<file path="src/hdl/sdspi_pkg.sv">
// ----------------------------------------------------------------------------
// sdspi_pkg
// Types, constants and the command table for the SD card SPI command engine.
// ----------------------------------------------------------------------------
`default_nettype none

package sdspi_pkg;

	localparam int unsigned CmdCount = 20;
	localparam logic [4:0] StopIndex = 5'd5;
	localparam logic [7:0] IdleByte = 8'hFF;
	localparam logic [1:0] CmdPrefix = 2'b01;
	localparam logic [2:0] LastSendPos = 3'd5;
	localparam logic [2:0] LastCollectPos = 3'd3;
	localparam logic [7:0] RespLimitReset = 8'd20;
	localparam logic [19:0] BusyLimitReset = 20'hA0000;

	localparam logic CfgRespLimit = 1'b0;
	localparam logic CfgBusyLimit = 1'b1;

	typedef enum logic [7:0] {
		PH_IDLE    = 8'b0000_0001,
		PH_SEND    = 8'b0000_0010,
		PH_DUMMY   = 8'b0000_0100,
		PH_POLL    = 8'b0000_1000,
		PH_SECOND  = 8'b0001_0000,
		PH_BUSY    = 8'b0010_0000,
		PH_COLLECT = 8'b0100_0000,
		PH_TRAIL   = 8'b1000_0000
	} phase_t;

	typedef enum logic [2:0] {
		RT_R1  = 3'd0,
		RT_R1B = 3'd1,
		RT_R2  = 3'd2,
		RT_R3  = 3'd3,
		RT_R7  = 3'd4
	} rtype_t;

	typedef struct packed {
		logic [5:0] code;
		logic [7:0] crc;
		rtype_t     rtype;
		logic       data;
	} cmd_info_t;

	typedef struct packed {
		phase_t      phase;
		logic [2:0]  byte_pos;
		logic [19:0] wait_count;
		logic [4:0]  active_cmd;
		logic [31:0] arg;
		logic [7:0]  first_status;
		logic [7:0]  second_status;
		logic [31:0] payload;
		logic        sel_held;
	} eng_state_t;

	typedef struct packed {
		logic        tx_valid;
		logic [7:0]  tx_byte;
		logic        chip_select;
		logic        done_res;
		logic [7:0]  status_first;
		logic [7:0]  status_second;
		logic [31:0] payload;
		logic        busy_res;
	} eng_result_t;

	function automatic cmd_info_t cmd_entry(input logic [4:0] idx);
		cmd_info_t e;
		case (idx)
			5'd0:  e = '{6'd0,  8'h95, RT_R1,  1'b0};
			5'd1:  e = '{6'd1,  8'hF9, RT_R1,  1'b0};
			5'd2:  e = '{6'd8,  8'h87, RT_R7,  1'b0};
			5'd3:  e = '{6'd9,  8'hAF, RT_R1,  1'b1};
			5'd4:  e = '{6'd10, 8'h1B, RT_R1,  1'b1};
			5'd5:  e = '{6'd12, 8'hC3, RT_R1B, 1'b0};
			5'd6:  e = '{6'd13, 8'hAF, RT_R2,  1'b0};
			5'd7:  e = '{6'd16, 8'hFF, RT_R1,  1'b0};
			5'd8:  e = '{6'd17, 8'hFF, RT_R1,  1'b1};
			5'd9:  e = '{6'd18, 8'hFF, RT_R1,  1'b1};
			5'd10: e = '{6'd23, 8'hFF, RT_R1,  1'b0};
			5'd11: e = '{6'd24, 8'hFF, RT_R1,  1'b1};
			5'd12: e = '{6'd25, 8'hFF, RT_R1,  1'b1};
			5'd13: e = '{6'd32, 8'hFF, RT_R1,  1'b0};
			5'd14: e = '{6'd33, 8'hFF, RT_R1,  1'b0};
			5'd15: e = '{6'd38, 8'hDF, RT_R1B, 1'b0};
			5'd16: e = '{6'd41, 8'hFF, RT_R3,  1'b0};
			5'd17: e = '{6'd55, 8'h73, RT_R1,  1'b0};
			5'd18: e = '{6'd58, 8'h25, RT_R7,  1'b0};
			5'd19: e = '{6'd59, 8'h25, RT_R1,  1'b0};
			default: e = '{6'd0, 8'h95, RT_R1, 1'b0};
		endcase
		return e;
	endfunction

endpackage

`default_nettype wire

</file>
<file path="src/hdl/sdspi_step.sv">
// ----------------------------------------------------------------------------
// sdspi_step
// Next-state and result logic for one transaction of the command engine.
// ----------------------------------------------------------------------------
`default_nettype none

module sdspi_step (
	input  var sdspi_pkg::eng_state_t  cur,
	input  wire                        cmd,
	input  wire [4:0]                  command_index,
	input  wire [31:0]                 argument,
	input  wire [7:0]                  rx_byte,
	input  wire [7:0]                  resp_limit,
	input  wire [19:0]                 busy_limit,
	output sdspi_pkg::eng_state_t      nxt,
	output sdspi_pkg::eng_result_t     res
);

	sdspi_pkg::cmd_info_t cur_info;
	sdspi_pkg::cmd_info_t nxt_info;
	logic                 done;
	logic [7:0]           poll_dec;
	logic [19:0]          busy_dec;
	logic [7:0]           tx;

	assign cur_info = sdspi_pkg::cmd_entry(cur.active_cmd);
	assign nxt_info = sdspi_pkg::cmd_entry(nxt.active_cmd);
	assign poll_dec = cur.wait_count[7:0] - 8'd1;
	assign busy_dec = cur.wait_count - 20'd1;

	always_comb begin
		nxt  = cur;
		done = 1'b0;
		if (!cmd) begin
			if (command_index < 5'(sdspi_pkg::CmdCount)) begin
				nxt.active_cmd    = command_index;
				nxt.arg           = argument;
				nxt.phase         = sdspi_pkg::PH_SEND;
				nxt.byte_pos      = 3'd0;
				nxt.wait_count    = 20'd0;
				nxt.first_status  = sdspi_pkg::IdleByte;
				nxt.second_status = 8'd0;
				nxt.payload       = 32'd0;
				nxt.sel_held      = 1'b1;
			end
		end else begin
			case (cur.phase)
				sdspi_pkg::PH_IDLE: begin
					nxt.phase = sdspi_pkg::PH_IDLE;
				end
				sdspi_pkg::PH_SEND: begin
					if (cur.byte_pos < sdspi_pkg::LastSendPos) begin
						nxt.byte_pos = cur.byte_pos + 3'd1;
					end else begin
						nxt.byte_pos   = 3'd0;
						nxt.wait_count = {12'd0, resp_limit};
						nxt.phase      = (cur.active_cmd == sdspi_pkg::StopIndex) ?
						                 sdspi_pkg::PH_DUMMY : sdspi_pkg::PH_POLL;
					end
				end
				sdspi_pkg::PH_DUMMY: begin
					nxt.phase = sdspi_pkg::PH_POLL;
				end
				sdspi_pkg::PH_POLL: begin
					nxt.first_status = rx_byte;
					nxt.wait_count   = {12'd0, poll_dec};
					if (!(rx_byte == sdspi_pkg::IdleByte && poll_dec != 8'd0)) begin
						case (cur_info.rtype)
							sdspi_pkg::RT_R2: nxt.phase = sdspi_pkg::PH_SECOND;
							sdspi_pkg::RT_R1B: begin
								nxt.phase      = sdspi_pkg::PH_BUSY;
								nxt.wait_count = busy_limit;
							end
							sdspi_pkg::RT_R3, sdspi_pkg::RT_R7: begin
								nxt.phase    = sdspi_pkg::PH_COLLECT;
								nxt.byte_pos = 3'd0;
							end
							default: nxt.phase = sdspi_pkg::PH_TRAIL;
						endcase
					end
				end
				sdspi_pkg::PH_SECOND: begin
					nxt.second_status = rx_byte;
					nxt.phase         = sdspi_pkg::PH_TRAIL;
				end
				sdspi_pkg::PH_BUSY: begin
					nxt.wait_count = busy_dec;
					if (!(rx_byte == 8'd0 && busy_dec != 20'd0)) begin
						nxt.first_status = 8'd0;
						nxt.phase        = sdspi_pkg::PH_TRAIL;
					end
				end
				sdspi_pkg::PH_COLLECT: begin
					nxt.payload = {cur.payload[23:0], rx_byte};
					if (cur.byte_pos >= sdspi_pkg::LastCollectPos) begin
						nxt.byte_pos = 3'd0;
						nxt.phase    = sdspi_pkg::PH_TRAIL;
					end else begin
						nxt.byte_pos = cur.byte_pos + 3'd1;
					end
				end
				sdspi_pkg::PH_TRAIL: begin
					nxt.phase    = sdspi_pkg::PH_IDLE;
					nxt.sel_held = cur_info.data;
					done         = 1'b1;
				end
				default: begin
					nxt.phase = sdspi_pkg::PH_IDLE;
				end
			endcase
		end
	end

	// byte to put on the bus next, taken from the updated state
	always_comb begin
		tx = sdspi_pkg::IdleByte;
		if (nxt.phase == sdspi_pkg::PH_SEND) begin
			case (nxt.byte_pos)
				3'd0: tx = {sdspi_pkg::CmdPrefix, nxt_info.code};
				3'd1: tx = nxt.arg[31:24];
				3'd2: tx = nxt.arg[23:16];
				3'd3: tx = nxt.arg[15:8];
				3'd4: tx = nxt.arg[7:0];
				default: tx = nxt_info.crc;
			endcase
		end
	end

	always_comb begin
		res.tx_valid      = (nxt.phase != sdspi_pkg::PH_IDLE);
		res.tx_byte       = tx;
		res.chip_select   = nxt.sel_held;
		res.done_res      = done;
		res.status_first  = nxt.first_status;
		res.status_second = nxt.second_status;
		res.payload       = nxt.payload;
		res.busy_res      = (nxt.phase != sdspi_pkg::PH_IDLE);
	end

endmodule

`default_nettype wire

</file>
<file path="src/hdl/sd_spi_command_engine_top.sv">
// The state update is a single registered pass; results go to the output register.
// Throughput: one transaction per cycle unless a held result stalls the input.
// Input is taken while the result register is empty or being read in the same cycle.
// Reset (arst_n low, asynchronous): engine idle, held select cleared, result empty,
// response limit 20 and busy limit 0xA0000.
// ----------------------------------------------------------------------------
// sd_spi_command_engine_top
// Host side of one SD card SPI-mode command, one byte exchange per transaction.
// ----------------------------------------------------------------------------
`default_nettype none

module sd_spi_command_engine_top (
	input  wire        clk,
	input  wire        arst_n,
	input  wire        cfg_we,
	input  wire        cfg_index,
	input  wire [19:0] cfg_data,
	input  wire        in_valid,
	output logic       in_ready,
	input  wire        cmd,
	input  wire [4:0]  command_index,
	input  wire [31:0] argument,
	input  wire [7:0]  rx_byte,
	output logic       out_valid,
	input  wire        out_ready,
	output logic       tx_valid,
	output logic [7:0] tx_byte,
	output logic       chip_select,
	output logic       done_res,
	output logic [7:0] status_first,
	output logic [7:0] status_second,
	output logic [31:0] payload,
	output logic       busy_res
);

	logic [7:0]             resp_limit_q;
	logic [19:0]            busy_limit_q;
	sdspi_pkg::eng_state_t  state_q;
	sdspi_pkg::eng_state_t  state_nxt;
	sdspi_pkg::eng_result_t res_nxt;
	sdspi_pkg::eng_result_t res_q;
	logic                   res_valid_q;
	logic                   in_fire;

	assign in_ready = !res_valid_q || out_ready;
	assign in_fire  = in_valid && in_ready;

	always_ff @(posedge clk or negedge arst_n) begin
		if (!arst_n) begin
			resp_limit_q <= sdspi_pkg::RespLimitReset;
			busy_limit_q <= sdspi_pkg::BusyLimitReset;
		end else if (cfg_we) begin
			case (cfg_index)
				sdspi_pkg::CfgRespLimit: resp_limit_q <= cfg_data[7:0];
				sdspi_pkg::CfgBusyLimit: busy_limit_q <= cfg_data;
				default: ;
			endcase
		end
	end

	sdspi_step u_step (
		.cur           (state_q),
		.cmd           (cmd),
		.command_index (command_index),
		.argument      (argument),
		.rx_byte       (rx_byte),
		.resp_limit    (resp_limit_q),
		.busy_limit    (busy_limit_q),
		.nxt           (state_nxt),
		.res           (res_nxt)
	);

	always_ff @(posedge clk or negedge arst_n) begin
		if (!arst_n) begin
			state_q <= '{
				phase: sdspi_pkg::PH_IDLE, byte_pos: 3'd0, wait_count: 20'd0,
				active_cmd: 5'd0, arg: 32'd0, first_status: 8'd0,
				second_status: 8'd0, payload: 32'd0, sel_held: 1'b0
			};
			res_valid_q <= 1'b0;
		end else begin
			if (in_fire) begin
				state_q <= state_nxt;
			end
			if (in_fire) begin
				res_valid_q <= 1'b1;
			end else if (out_ready) begin
				res_valid_q <= 1'b0;
			end
		end
	end

	// result payload needs no reset
	always_ff @(posedge clk) begin
		if (in_fire) begin
			res_q <= res_nxt;
		end
	end

	assign out_valid     = res_valid_q;
	assign tx_valid      = res_q.tx_valid;
	assign tx_byte       = res_q.tx_byte;
	assign chip_select   = res_q.chip_select;
	assign done_res      = res_q.done_res;
	assign status_first  = res_q.status_first;
	assign status_second = res_q.status_second;
	assign payload       = res_q.payload;
	assign busy_res      = res_q.busy_res;

`ifndef SYNTHESIS
	// a completed command always leaves the engine idle
	a_done_idle: assert property (@(posedge clk) disable iff (!arst_n)
		out_valid && done_res |-> !busy_res && !tx_valid)
		else $error("done transaction reports engine still busy");

	// idle bus byte whenever nothing is to be exchanged
	a_idle_byte: assert property (@(posedge clk) disable iff (!arst_n)
		out_valid && !tx_valid |-> tx_byte == sdspi_pkg::IdleByte)
		else $error("non-idle byte while no exchange pending");

	// a stalled result blocks further input
	a_stall_block: assert property (@(posedge clk) disable iff (!arst_n)
		out_valid && !out_ready |-> !in_ready)
		else $error("input taken while result transaction stalled");
`endif

endmodule

`default_nettype wire

</file>
<file path="config.mk">
export PLATFORM = sky130hd
export DESIGN_NAME = sd_spi_command_engine_top
export DESIGN_NICKNAME = d
export VERILOG_FILES = /design/src/hdl/sdspi_pkg.sv /design/src/hdl/sdspi_step.sv /design/src/hdl/sd_spi_command_engine_top.sv
export SDC_FILE = /design/constraint.sdc
export NUM_CORES = 1
export LEC_CHECK = 0
export BUFFER_PORTS_ARGS = -buffer_cell sky130_fd_sc_hd__buf_4
export CAP_MARGIN = 20
export CORE_UTILIZATION = 30
export CTS_CLUSTER_DIAMETER = 100
export DETAILED_ROUTE_END_ITERATION = 12
export REMOVE_ABC_BUFFERS = 1
export SYNTH_ARGS = -nofsm -noshare
export SYNTH_HDL_FRONTEND = slang
export SYNTH_HIERARCHICAL = 1
export SYNTH_SLANG_ARGS = --single-unit
</file>
<file path="constraint.sdc">
create_clock -name clk -period 9.7 [get_ports clk]
set_input_delay 1.94 -clock clk [delete_from_list [all_inputs] [get_ports clk]]
set_output_delay 1.94 -clock clk [all_outputs]
set_load 0.02 [all_outputs]
</file>
==> results of run 1 <==
==> sequential cells by signal, indices dropped and copies added, names as in the netlist, 8 cells and up <==
signal / cells
state_q: 117
payload: 32
busy_limit_q: 20
resp_limit_q: 8
status_first: 8
status_second: 8
tx_byte: 8
==> area by class of cell <==
type | count | area share, %
inverter | 17 | 0.470
sequential | 206 | 40.2
clock inverter | 11 | 1.09
multi-input combinational | 807 | 40.1
timing repair buffer | 148 | 8.27
clock buffer | 35 | 5.18
tap | 511 | 4.71
==> worst max-delay path, stage by stage <==
cell and delay (ps):
buf_4 120, o21ai_0 630, and2_2 920, mux2i_1 730
inv_1 290, ha_1 310, nand2_1 90, a21boi_0 190
o22ai_1 100, nor2_1 110, o32a_1 150, o211ai_1 80
==> kinds of logic after synthesis <==
group	synth area share, %
multiplexers	16.0
buffers and inverters	6.83
XOR/XNOR	0.900
AND/OR/NAND/NOR	16.4
adder cells (fa/ha/maj)	1.18
flip-flops	46.7
AO/OA/AOI/OAI	11.9
==> worst max path at each step <==
stage               cells past startpoint              from    endpoint
global placement                       12  command_index[3]  tx_byte[2]
detailed placement                     12  command_index[3]  tx_byte[2]
CTS                                    12  command_index[3]  tx_byte[2]
finish                                 12  command_index[3]  tx_byte[2]
global route                           12  command_index[3]  tx_byte[2]
floorplan                               9  command_index[3]  tx_byte[7]
==> cell usage in the layout (no fill, tap or decap), drive strengths merged, types with 16 or more instances in the layout <==
cell type and count:
inv 16, clkbuf 35, buf 148, mux2 145, nand3 42, o21ai 73, edfxtp 60, a21oi 30
nand2 238, mux2i 17, nor3 23, nor2 44, dfrtp 141
==> power groups by stage <==
stage	sequential [mW]	clock, mW	combinational, mW
after floorplan	1.11	0	0.565
after global placement	1.11	0	0.821
after detailed placement	1.12	0	0.833
after CTS	1.10	0.993	0.835
after global routing	1.12	1.03	0.927
final	1.10	0.964	0.834
==> cell usage after synthesis, types with 5 or more instances <==
cell type  instances  area, µm²
nor4_1            10       62.6
buf_4             51        383
inv_1             14       52.6
nand4_1           10       62.6
xnor2_1            7       61.3
mux2_2           126       1420
o2111ai_1          7       61.3
edfxtp_1          60       1800
dfstp_2            5        131
o31ai_1            7       52.6
ha_1              11        138
mux2i_1           17        170
nand3_1           42        210
mux2_4            19        285
xor2_1             5       43.8
nor2_1            44        165
nor2b_1            6       37.5
clkbuf_1          51        191
o21a_1             6       45.0
dfrtp_1          141       3530
a211oi_1           6       45.0
and3_1             5       31.3
buf_1              6       22.5
a22oi_1           12       90.1
buf_6              6       67.6
o21ai_0           70        350
a221oi_1           5       43.8
nand2b_1           7       43.8
nand2_1          238        893
nor3_1            23        115
a21oi_1           30        150
buf_2             14       70.1
a22o_1             5       43.8
a221o_1           10        100
==> per-stage QoR <==
step | worst slack [ps] | instances
final | 4270 | 1735
after global routing | 3970 | 1735
after CTS | 4310 | 1734
after detailed placement | 3750 | 1688
after global placement | 3850 | 1687
after floorplan | 4400 | 1030
==> metal layers <==
layer  vias to the layer above  share of wire (%)  global-route usage [%]
met5                         -                  0                       0
met4                         0                2.2                    3.70
met3                        38                4.2                    2.16
met2                       223                 45                    23.9
met1                      4317                 48                    21.6
li1                       4201                  -                       -
==> results.json, run 1 <==
{
  "status": "completed",
  "ys_warn_count": 6,
  "dr_total_vias": 8779,
  "rsz0062_at_grt": "no",
  "ys_async_sr_fraction_pct": 70.9,
  "cts_buffers": 25,
  "hpwl_mm": 19.9,
  "grt_pass1_vias": 8514,
  "p_sw_mw": 0.958,
  "slew_headroom_pct": 25.7,
  "hold_class": "reg -> reg",
  "wl_mm": 29.9,
  "ys_seq_elements": 206,
  "drc_errors": 0,
  "drive_above_1_share_pct": 29.1,
  "insertion_delay_ps": 540,
  "gr-usage-all-layers_pct": 15.1,
  "synth_edf_count": 60,
  "dpl-instance-area_um2": 12700,
  "cts_resized": 0,
  "seqPwrFrac_pct": 38.0,
  "antenna_cells": 0,
  "clk_path_buf_depth": 3,
  "regArea_um2": 5460,
  "cp_data_required_time_ps": 9950,
  "design_area_um2": 13600,
  "netlist_area_um2": 11700,
  "clock_skew_ps": 9.13,
  "finalMaxSlewViolations": 0,
  "initial_core_util_pct": 30.7,
  "synthFlopType": "dfrtp_1",
  "drt_iter0_markers": 637,
  "cts_hold_buf": 0,
  "drt.antenna.violating_nets": 0,
  "antenna_found_initial": 0,
  "min_to": "state_q[54]",
  "clock_power_share_pct": 33.3,
  "end_kind": "register",
  "finish.net_count": 1288,
  "r2r-end": "tx_byte[6]",
  "gp_congestion": 0.862,
  "reg2reg_depth": 10,
  "avgRoutedWirePerCell_um": 17.2,
  "critical_path_class": "in -> reg",
  "finalSetupViolCount": 0,
  "max_cap_violations": 0,
  "hold_slack_ps": 504,
  "internal_power_mw": 1.94,
  "firstDrtPassIters": 5,
  "critPathMaxFanout": 45,
  "cts-root-buf": "clkbuf_16",
  "rrSetupSlack_ps": 5770,
  "fmax_mhz": 184,
  "yosysSeqAreaShare_pct": 46.7,
  "cp_data_arrival_time_ps": 5670,
  "combPwrFrac_pct": 28.7,
  "rows": 71,
  "fillers": 3827,
  "finalPower_mw": 2.90,
  "coreArea_um2": 38000,
  "period_minus_slack_ps": 5430,
  "io_buffers": 133,
  "fin_crit_sh_pct": 55.9,
  "syn_to_final_growth_pct": 16.2,
  "post_cts_buffers": 0,
  "grt_max_degree": 89,
  "clock-sinks": 206,
  "p_leak_nw": 5.83,
  "synth.distinct_cells": 75,
  "die_h_um": 199,
  "hold_viol": 0,
  "tightestPinTransition_ps": 1110,
  "final_util_pct": 35.7,
  "worstSetupStartpointType": "input pin",
  "clk_pin_slew_worst_paths_ps": 60,
  "htreeDepth": 1,
  "grt_pass1_wl_mm": 47.8,
  "power_density_nw_per_um2": 214,
  "tns_ps": 0,
  "via_per_inst": 5.06,
  "switching_share_pct": 33.0,
  "syn_area_per_cell_um2": 10.1,
  "io-pin-count": 134,
  "cts_tree": "done",
  "min_from": "state_q[54]",
  "die_w_um": 199,
  "multiInputGateArea_um2": 5440,
  "grt_overflow": 0,
  "vdd_drop_max_mv": 0.112,
  "r2r-start": "state_q[87]",
  "whs_path_depth": 1,
  "die_area_um2": 39700,
  "syn-instance-count": 1158
}
No activity file was read; power rests on OpenSTA's default activity.
==> inputs of run 2 (changes only) <==
==> constraint.sdc (replaced) <==
create_clock -name clk -period 5.6 [get_ports clk]
set_input_delay 1.12 -clock clk [delete_from_list [all_inputs] [get_ports clk]]
set_output_delay 1.12 -clock clk [all_outputs]
set_load 0.02 [all_outputs]
==> run 2 against run 1 <==
Net effect:
- utilization up 0.24 points
- combinational power rose by 74%
- non-clock buffer count up 4
- cell area grew 0.66%
- worst setup slack worse by 2700 ps
- hold slack improved by 2.1 ps
- count of clock-buffer cells in the layout stayed put
- largest cell class unchanged
- final cell count grew 0.35%
- sequential share of layout area is 0.27 points lower
- critical endpoint is now tx_byte[6]
- global-route usage grew 0.14 points
- via count increased by 0.95%
- critical path depth down 2
==> results.json, run 2 (synthesis results as in run 1) <==
{
  "status": "completed",
  "hold_viol": 0,
  "regMostFlops": "state_q",
  "crit_start": "state_q[87]",
  "grt_overflow": 0,
  "io-pin-count": 134,
  "clock-sinks": 206,
  "end_kind": "register",
  "clk_pin_slew_worst_paths_ps": 60,
  "r2r-end": "tx_byte[6]",
  "drive_above_1_share_pct": 29.8,
  "clk_path_buf_depth": 3,
  "period_minus_slack_ps": 4030,
  "initial_core_util_pct": 30.7,
  "clock_skew_ps": 16.2,
  "fin_ws_ps": 1570,
  "drt_iter0_markers": 536,
  "die_area_um2": 39700,
  "gp_congestion": 0.879,
  "cts_buffers": 26,
  "multiInputGateArea_um2": 5440,
  "insertion_delay_ps": 550,
  "htreeDepth": 1,
  "drt.antenna.violating_nets": 0,
  "grt_pass1_wl_mm": 47.5,
  "die_w_um": 199,
  "worstPathCellList": "inv_1 -> ha_1 -> nor3b_2 -> nand2_1 -> o21ai_0 -> a41oi_1 -> nor4_1 -> o31ai_2 -> nor4_4 -> o221ai_1",
  "tightestPinTransition_ps": 1070,
  "cts_hold_buf": 0,
  "post_cts_buffers": 0,
  "cts_resized": 0,
  "final_cell_mix": "nand2_1, buf_4, dfrtp_1",
  "antenna_cells": 0,
  "cp_data_arrival_time_ps": 4280,
  "drc_errors": 0,
  "rrSetupSlack_ps": 1570,
  "crit_end": "tx_byte[6]",
  "coreArea_um2": 38000,
  "finalSetupViolCount": 0,
  "cp_slowest_cell": "nor4_1",
  "tns_ps": 0,
  "finish.net_count": 1293,
  "via_per_inst": 5.09,
  "syn_to_final_growth_pct": 17.0,
  "vdd_drop_max_mv": 0.253,
  "antenna_found_initial": 0,
  "firstDrtPassIters": 5,
  "fillers": 3888,
  "rows": 71,
  "fmax_mhz": 248,
  "grt_pass1_vias": 8533,
  "cp_slowest_stage_delay_ps": 750,
  "wl_mm": 30.1,
  "fin_crit_sh_pct": 71.9,
  "p_leak_nw": 5.89,
  "rsz0062_at_grt": "no",
  "cp_data_required_time_ps": 5860,
  "largest_reg_flops": 117,
  "power_density_nw_per_um2": 373,
  "hold_class": "reg -> reg",
  "cts_tree": "done",
  "reg2reg_depth": 10,
  "avgRoutedWirePerCell_um": 17.3,
  "dr_total_vias": 8862,
  "final_common_cell": "nand2_1",
  "regArea_um2": 5460,
  "max_cap_violations": 0,
  "gr-usage-all-layers_pct": 15.2,
  "pre_cts_slack_ps": 1360,
  "grt_max_degree": 87,
  "worstSetupStartpointType": "register",
  "hpwl_mm": 20.6,
  "io_buffers": 133,
  "critPathMaxFanout": 8,
  "slew_headroom_pct": 28.5,
  "final_util_pct": 35.9,
  "critical_path_class": "reg -> reg",
  "finalMaxSlewViolations": 0,
  "r2r-start": "state_q[87]",
  "cts-root-buf": "clkbuf_16",
  "die_h_um": 199
}
run 2: final cells by class:
cell class,instances,share of cell area (%)
Timing Repair Buffer,152,8.50
Inverter,17,0.467
Clock buffer,35,5.55
Clock inverter,13,1.05
Tap cell,511,4.68
Multi-Input combinational cell,807,39.8
Sequential cell,206,40.0
run 2: critical path, delay by kind of cell (launching register included):
family	cells	cell delay, ps
and+or+nand+nor	4	2130
adders and majority gates	1	240
AOI/OAI and AO/OA	4	800
DFF	1	440
buffers and inverters	1	130
run 2: how the worst min path moves through the flow:
stage                     start                to  slack [ps]  cells after the start
3_5_place_dp        state_q[32]       state_q[32]         500                      1
6_report            state_q[31]       state_q[31]         510                      1
4_1_cts             state_q[56]       state_q[56]         510                      1
3_3_place_gp        state_q[31]       state_q[31]         490                      1
5_1_grt         busy_limit_q[0]   busy_limit_q[0]         520                      1
2_1_floorplan  busy_limit_q[13]  busy_limit_q[13]         470                      1
run 2: layer usage:
| layer | part of all wire [%] | GRT usage, % | vias to the layer above |
|---|---|---|---|
| li1 | - | - | 4225 |
| met1 | 46 | 21.4 | 4297 |
| met2 | 45 | 23.6 | 274 |
| met3 | 5.6 | 2.68 | 66 |
| met4 | 3.2 | 5.17 | 0 |
| met5 | 0 | 0 | - |
run 2: stage by stage:
step	hold WS (ps)	cell area [µm²]	power [mW]	cells
floorplan	474	10900	2.90	1030
global placement	488	12800	3.36	1692
detailed placement	495	12800	3.38	1692
CTS	507	13700	5.16	1740
global route	523	13700	5.41	1741
finish	506	13700	5.10	1741
run 2: report_power, final:
part	switching [mW]	internal, mW	leakage [nW]
sequential	0.163	1.75	2.40
clock	0.655	1.09	0.453
combinational	0.847	0.604	3.03
==> inputs of run 3 (changes only) <==
==> constraint.sdc (replaced) <==
create_clock -name clk -period 3.4 [get_ports clk]
set_input_delay 0.68 -clock clk [delete_from_list [all_inputs] [get_ports clk]]
set_output_delay 0.68 -clock clk [all_outputs]
set_load 0.02 [all_outputs]
==> run 3 against run 2 <==
Net effect:
- count of clock-buffer cells in the layout decreased by 1
- cell area rose by 1.9%
- critical path depth up 1
- wire length up 0.92%
- die area unchanged
- via count rose by 1.0%
- power up 63%
- register-to-register slack worse by 1400 ps
- critical path type unchanged
- hold slack got worse by 360 ps
- largest power group unchanged
- clock power rose by 52%
- final cell count rose by 1.8%
- global-route usage is 0.062 points higher
==> results.json, run 3 (synthesis results as in run 1) <==
{
  "worstSetupStartpointType": "register",
  "clock_skew_ps": 30.0,
  "dp.cells": 1726,
  "p_leak_nw": 6.04,
  "fin_cells": 1773,
  "largest_reg_flops": 117,
  "initial_core_util_pct": 30.7,
  "gp_congestion": 0.872,
  "fin_ws_ps": 212,
  "antenna_cells": 0,
  "drt.antenna.violating_nets": 0,
  "cp_data_arrival_time_ps": 3470,
  "finalSetupViolCount": 0,
  "tightestPinTransition_ps": 947,
  "period_minus_slack_ps": 3190,
  "finish.net_count": 1326,
  "avgRoutedWirePerCell_um": 17.1,
  "power_density_nw_per_um2": 599,
  "hpwl_mm": 21.1,
  "critical_path_class": "reg -> reg",
  "tns_ps": 0,
  "cts_hold_buf": 0,
  "cts-root-buf": "clkbuf_16",
  "fillers": 3860,
  "die_area_um2": 39700,
  "insertion_delay_ps": 550,
  "clk_pin_slew_worst_paths_ps": 60,
  "rsz0062_at_grt": "yes",
  "io-pin-count": 134,
  "coreArea_um2": 38000,
  "slew_headroom_pct": 36.6,
  "die_h_um": 199,
  "grt_max_degree": 73,
  "grt_overflow": 0,
  "regMostFlops": "state_q",
  "r2r-start": "state_q[106]",
  "max_cap_violations": 0,
  "final_cell_mix": "nand2_1, buf_4, dfrtp_1",
  "critPathMaxFanout": 18,
  "vdd_drop_max_mv": 0.421,
  "die_w_um": 199,
  "cts_buffers": 26,
  "final_common_cell": "nand2_1",
  "hold_viol": 0,
  "dr_total_vias": 8953,
  "clk_path_buf_depth": 3,
  "antenna_found_initial": 0,
  "finalMaxSlewViolations": 0,
  "hold_class": "in -> async",
  "rrSetupSlack_ps": 210,
  "via_per_inst": 5.05,
  "syn_to_final_growth_pct": 19.2,
  "pre_cts_slack_ps": 90.7,
  "drc_errors": 0,
  "reg2reg_depth": 11,
  "grt_pass1_wl_mm": 48.4,
  "grt_pass1_vias": 8901,
  "io_buffers": 133,
  "fin_crit_sh_pct": 93.8,
  "crit_start": "state_q[106]",
  "rows": 71,
  "drt_iter0_markers": 553,
  "fmax_mhz": 314,
  "htreeDepth": 1,
  "end_kind": "register",
  "hold_slack_ps": 141,
  "cp_data_required_time_ps": 3680,
  "finalPower_mw": 8.35,
  "cts_tree": "done",
  "firstDrtPassIters": 4,
  "clock-sinks": 206,
  "status": "completed",
  "wl_mm": 30.4,
  "gr-usage-all-layers_pct": 15.3,
  "r2r-end": "tx_byte[4]",
  "drive_above_1_share_pct": 31.4
}
-- run 3: cell count changes in the layout (fill, tap and decap cells not counted), sizes merged --
cell	change
buf	+33
clkinv	+2
inv	-2
bufinv	-1
clkbuf	-1
clkinvlp	+1
-- run 3: worst max path at each step --
stage                  end  cells past startpoint
3_5_place_dp   state_q[43]                     10
4_1_cts        state_q[43]                     10
5_1_grt         tx_byte[1]                     12
6_report        tx_byte[4]                     11
3_3_place_gp   state_q[43]                     10
2_1_floorplan   tx_byte[7]                      9
-- run 3: worst max-delay path: stages (launching register included) --
cell and delay [ps]:
dfrtp_1 430, ha_1 230, ha_1 180, a211oi_1 410
nand3b_1 130, o31ai_1 380, a31o_2 250, nand2_1 80
clkinv_2 260, mux2i_1 310, o22a_1 170, o211ai_1 100
-- run 3: timing repair --
action                     4_1_cts  5_1_grt
setup endpoints to repair        0       16
gates resized for setup          0        7
buffers inserted                 0        0
-- run 3: cell type report --
cell class	instances	area [µm²]	area share, %
clock buffers	34	691	4.96
clock inverters	13	133	0.952
inverters	17	65.1	0.467
multi-input cells	807	5470	39.3
flip-flops and latches	206	5460	39.2
well taps	511	639	4.59
repair buffers	185	1470	10.5
-- run 3: per-stage QoR --
stage	util [%]	instance area (µm²)
3_5_place_dp	34.4	13100
5_1_grt	36.6	13900
6_report	36.6	13900
2_1_floorplan	-	10900
4_1_cts	36.5	13900
3_3_place_gp	34.4	13100
-- run 3: layer usage --
| layer | global-route usage, % | vias to the layer above | routed length, µm |
|---|---|---|---|
| met5 | 0 | - | 0 |
| met2 | 25.5 | 260 | 14300 |
| met1 | 20.5 | 4356 | 13800 |
| li1 | - | 4284 | - |
| met4 | 4.41 | 0 | 680 |
| met3 | 2.26 | 53 | 1600 |
-- run 3: power by group --
group / switching, mW / internal [mW] / total [mW] / leakage (nW)
combinational: 1.44 / 1.11 / 2.55 / 3.24
sequential: 0.263 / 2.88 / 3.14 / 2.40
clock: 1.07 / 1.58 / 2.65 / 0.400
